**src/rtl/ldm_div.sv**
```systemverilog
// Pipelined restoring divider, one quotient bit per stage, with valid/ready flow.
module ldm_div #(
    parameter int QW = 24,
    parameter int RW = 48,
    parameter int DW = 24,
    parameter int PW = 8
) (
    input  logic          i_clk,
    input  logic          i_rst_n,
    input  logic          i_valid,
    output logic          o_ready,
    input  logic [RW-1:0] i_rem,
    input  logic [DW-1:0] i_den,
    input  logic [PW-1:0] i_pay,
    output logic          o_valid,
    input  logic          i_ready,
    output logic [QW-1:0] o_quo,
    output logic [PW-1:0] o_pay
);

    logic [QW-1:0] r_v;
    logic [QW-1:0] en;
    logic [RW-1:0] r_rem [QW];
    logic [DW-1:0] r_den [QW];
    logic [QW-1:0] r_quo [QW];
    logic [PW-1:0] r_pay [QW];

    always_comb begin
        en[QW-1] = !r_v[QW-1] || i_ready;
        for (int s = QW - 2; s >= 0; s--) begin
            en[s] = !r_v[s] || en[s+1];
        end
    end

    for (genvar s = 0; s < QW; s++) begin : g_stage
        logic [RW-1:0] src_rem;
        logic [DW-1:0] src_den;
        logic [QW-1:0] src_quo;
        logic [PW-1:0] src_pay;
        logic          src_v;
        logic [RW-1:0] trial;
        logic          ge;
        logic [RW-1:0] n_rem;
        logic [QW-1:0] n_quo;

        if (s == 0) begin : g_first
            assign src_rem = i_rem;
            assign src_den = i_den;
            assign src_quo = '0;
            assign src_pay = i_pay;
            assign src_v   = i_valid;
        end else begin : g_next
            assign src_rem = r_rem[s-1];
            assign src_den = r_den[s-1];
            assign src_quo = r_quo[s-1];
            assign src_pay = r_pay[s-1];
            assign src_v   = r_v[s-1];
        end

        assign trial = RW'(src_den) << (QW - 1 - s);
        assign ge    = src_rem >= trial;
        assign n_rem = ge ? (src_rem - trial) : src_rem;
        assign n_quo = {src_quo[QW-2:0], ge};

        always_ff @(posedge i_clk) begin
            if (!i_rst_n) begin
                r_v[s] <= 1'b0;
            end else if (en[s]) begin
                r_v[s] <= src_v;
            end
        end

        always_ff @(posedge i_clk) begin
            if (en[s]) begin
                r_rem[s] <= n_rem;
                r_den[s] <= src_den;
                r_quo[s] <= n_quo;
                r_pay[s] <= src_pay;
            end
        end
    end

    assign o_ready = en[0];
    assign o_valid = r_v[QW-1];
    assign o_quo   = r_quo[QW-1];
    assign o_pay   = r_pay[QW-1];

endmodule

```
**config.mk**
```make
export PLATFORM = sky130hd
export DESIGN_NAME = ldm_div
export DESIGN_NICKNAME = d
export VERILOG_FILES = /design/src/rtl/ldm_div.sv
export SDC_FILE = /design/constraint.sdc
export NUM_CORES = 2
export LEC_CHECK = 0
export BUFFER_PORTS_ARGS = -buffer_cell sky130_fd_sc_hd__buf_2
export CAP_MARGIN = 20
export CELL_PAD_IN_SITES_DETAIL_PLACEMENT = 0
export CELL_PAD_IN_SITES_GLOBAL_PLACEMENT = 1
export CORE_MARGIN = 2
export CORE_UTILIZATION = 48
export DETAILED_ROUTE_END_ITERATION = 16
export PLACE_DENSITY = 0.81
export SETUP_SLACK_MARGIN = 0.15
export SLEW_MARGIN = 25
export SYNTH_ARGS = -nofsm -noshare
export SYNTH_HDL_FRONTEND = slang
export SYNTH_SLANG_ARGS = --single-unit
```
**constraint.sdc**
```tcl
create_clock -name i_clk -period 8.2 [get_ports i_clk]
set_input_delay 0.82 -clock i_clk [delete_from_list [all_inputs] [get_ports i_clk]]
set_output_delay 0.82 -clock i_clk [all_outputs]
set_load 0.01 [all_outputs]
```
==> results.toml <==
[power_and_ir_drop]
power.density_nw_per_um2 = 354
p_clk_frac = 0.237
p_sw_mw = 13.8
irDropWorstVdd_mv = 0.260
switching_share = 0.332
p_int_mw = 27.8
p_leak_nw = 46.1
p_total_mw = 41.6
seqPwrFrac = 0.423
pwr-share-comb = 0.340

[global_route]
grt_pass1_vias = 67600
antenna_found_initial = 6
grt_max_degree = 93
grt.total_usage = 0.186
grt_pass1_wl_um = 335000
grt-ovfl-total = 0

[clock_network]
hold_buffers = 0
clk_pin_slew_ps = 70
post_cts_buffers = 0
cts_resized = 0
clockBufferDepth = 3
clock_latency_ps = 910
cts_buffers = 224
cts_max_level = 4
cts.sinks = 2172
cts_tree = "yes"
clock-root-buffer = "clkbuf_16"

[sta]
setup_viol = 0
slew_viol_final = 0
max_freq_mhz = 196
layout_worst_path_cycle_share = 0.623
slew_headroom = 0.242
period_needed_ps = 5110
rsz0062_at_grt = "false"
worst_slew_pin_slew_ps = 1130
hold_viol_final = 0
setup_tns_ps = 0
fin_worst_skew_ps = 106

[synthesis]
avgSynthCellArea_um2 = 12.3
synth_edf_count = 2148
ys_seq_elements = 2172
synth_cell_types = 100
ys_warn_count = 0
synth_flop_cell = "edfxtp_1"
synth_nets = 9289
synthArstFlopShare = 0
synthCells = 8606
synth-seq-area-share = 0.613
netlist_area_um2 = 106000

[layout]
area.growth.synth_to_final_pct = 10.9
design_area_um2 = 118000
final_layout_size_suffix_gt1_frac = 0.0742
num-nets-final = 9534
nFillCells = 18000

[critical_path]
startpoint_type = "flop"
cp-end-kind = "output port"
criticalPathCategory = "reg -> out"
required_ps = 7380
r2r-start = "r_rem[2][57]"
reg2reg_slack_ps = 3300
r2r-end = "r_rem[2][108]"
cp_max_fo = 17
critPathArrivalTime_ps = 4290
rr_worst_depth = 13

[placement]
gp_congestion = 0.939
placed_cell_area_um2 = 110000
portBuffers = 117
place.detailed.hpwl_um = 160000

[die]
io_pins = 118
initial_core_util = 0.483
die_y_um = 474
chipWidth_um = 474
rows = 172
core_area_um2 = 220000
die-area_um2 = 224000

[hold_path]
whs_endpoint = "r_pay[0][0]"
min_from = "i_pay[0]"
min_path_type = "in -> reg"
hold_depth = 1

[run_status]
status = "complete, no violations"

[detailed_routing]
drt_iter0_markers = 2965
drc = 0
wl_um = 207000
ant_nets = 0
first_pass_iters = 6
wl_per_cell_um = 17.4
via_per_inst = 5.43
vias = 64700

[job]
maxCapViolCount = 0
## routing by layer
metal / vias to the layer above / track usage / routed length (um)
met1: 30700 / 0.170 / 71000
met5: - / 0 / 0
met3: 597 / 0.0250 / 5930
met4: 0 / 0.126 / 14700
met2: 1174 / 0.373 / 116000
li1: 32200 / - / -
## registers in the layout, indices dropped and copies added, names as in the netlist
register,count
g_stage.src_v,23
o_valid,1
r_den,552
r_pay,192
r_quo,300
r_rem,1104
## power groups by stage
stage	combinational [mW]	clock, mW	sequential, mW
after CTS	14.1	10.1	17.6
after floorplan	11.0	0	17.2
after global routing	15.8	10.6	17.9
final	14.1	9.87	17.6
after detailed placement	14.0	0	17.8
after global placement	13.7	0	17.7
## how the worst max path moves through the flow
| stage | start | end | slack, ps | cells past startpoint |
|---|---|---|---|---|
| 5_1_grt | o_valid | o_ready | 2680 | 9 |
| 3_5_place_dp | i_ready | r_rem[0][378] | 3110 | 10 |
| 6_report | o_valid | o_ready | 3090 | 9 |
| 3_3_place_gp | i_ready | r_rem[0][378] | 3180 | 10 |
| 4_1_cts | o_valid | o_ready | 3010 | 9 |
| 2_1_floorplan | i_ready | r_den[1][0] | 650 | 9 |
## cells in the mapped netlist, types with 12 or more instances
cell type / n / area [um2]
nand4_1: 90 / 563
a211o_1: 20 / 175
o21ai_0: 579 / 2900
nand4b_1: 21 / 184
nor2b_1: 111 / 694
o31a_1: 14 / 123
xnor2_1: 350 / 3070
ha_1: 576 / 7210
inv_1: 746 / 2800
and2_1: 27 / 169
a31oi_1: 55 / 344
nand3_1: 129 / 646
buf_2: 18 / 90.1
or2_2: 29 / 181
a2111oi_0: 17 / 149
and3_1: 57 / 357
clkbuf_1: 118 / 443
nand3b_1: 13 / 97.6
edfxtp_1: 2148 / 64500
o21a_1: 76 / 571
buf_1: 12 / 45.0
fa_1: 23 / 460
nor3b_1: 14 / 105
a21o_1: 256 / 1920
or3_1: 62 / 388
nor4_1: 130 / 813
nor4b_1: 21 / 184
nand2_1: 694 / 2610
o31ai_1: 58 / 435
a21boi_0: 20 / 150
o21bai_1: 46 / 345
a211oi_1: 42 / 315
a31o_2: 12 / 105
o211ai_1: 23 / 173
mux2_2: 68 / 766
nor2_1: 499 / 1870
dfxtp_1: 24 / 480
o21ai_1: 12 / 60.1
nand2b_1: 103 / 644
nor3_1: 151 / 756
a21oi_1: 550 / 2750
xor2_1: 361 / 3160
or4_1: 43 / 323
## layout make-up
| class | count | area [um2] | area share |
|---|---|---|---|
| flip-flops and latches | 2172 | 65000 | 0.553 |
| inverters | 747 | 2830 | 0.0241 |
| clock inverters | 141 | 1440 | 0.0123 |
| multi-input cells | 5532 | 37700 | 0.321 |
| repair buffers | 174 | 1070 | 0.00909 |
| well taps | 2871 | 3590 | 0.0306 |
| diodes | 11 | 27.5 | 0.000234 |
| clock buffers | 277 | 5840 | 0.0497 |
## cells by family after synthesis
family	after synthesis	share of synthesized area
AO/OA/AOI/OAI	1907	0.111
XOR/XNOR	711	0.0588
adder cells (fa/ha/maj)	599	0.0724
buffers and inverters	902	0.0326
flip-flops	2172	0.613
multiplexers	78	0.00841
AND/OR/NAND/NOR	2237	0.104
## worst max-delay path, cell delays in order (launching register included)
cell and delay, ps:
dfxtp_1 310, nor2b_1 370, and3_1 390, and3_1 380
and2_1 270, and4_1 490, and3_1 380, and3_1 340
nand2_4 210, buf_2 230
## stage by stage
stage,hold WS [ps],cells,utilization,setup WS (ps)
after global placement,401,11500,0.502,3180
after detailed placement,405,11500,0.502,3110
after CTS,4.31,11900,0.535,3010
final,89.0,11900,0.535,3090
after global routing,19.6,11900,0.535,2680
after floorplan,400,8606,-,648
## layout by cell type (no fill, tap or decap), drive strengths merged, types with 103 or more instances in the layout
master  synthesis  routed
inv           746     740
nand2         694     694
clkinv          1     120
clkbuf        118     277
nand3         130     130
a21o          257     257
nor4          132     132
o21ai         591     591
buf            37     174
nand2b        103     103
ha            576     576
edfxtp       2148    2148
nor2          500     500
a21oi         550     550
nor2b         111     111
xor2          361     361
nor3          152     152
xnor2         350     350
Power figures use the tool's default switching activity.
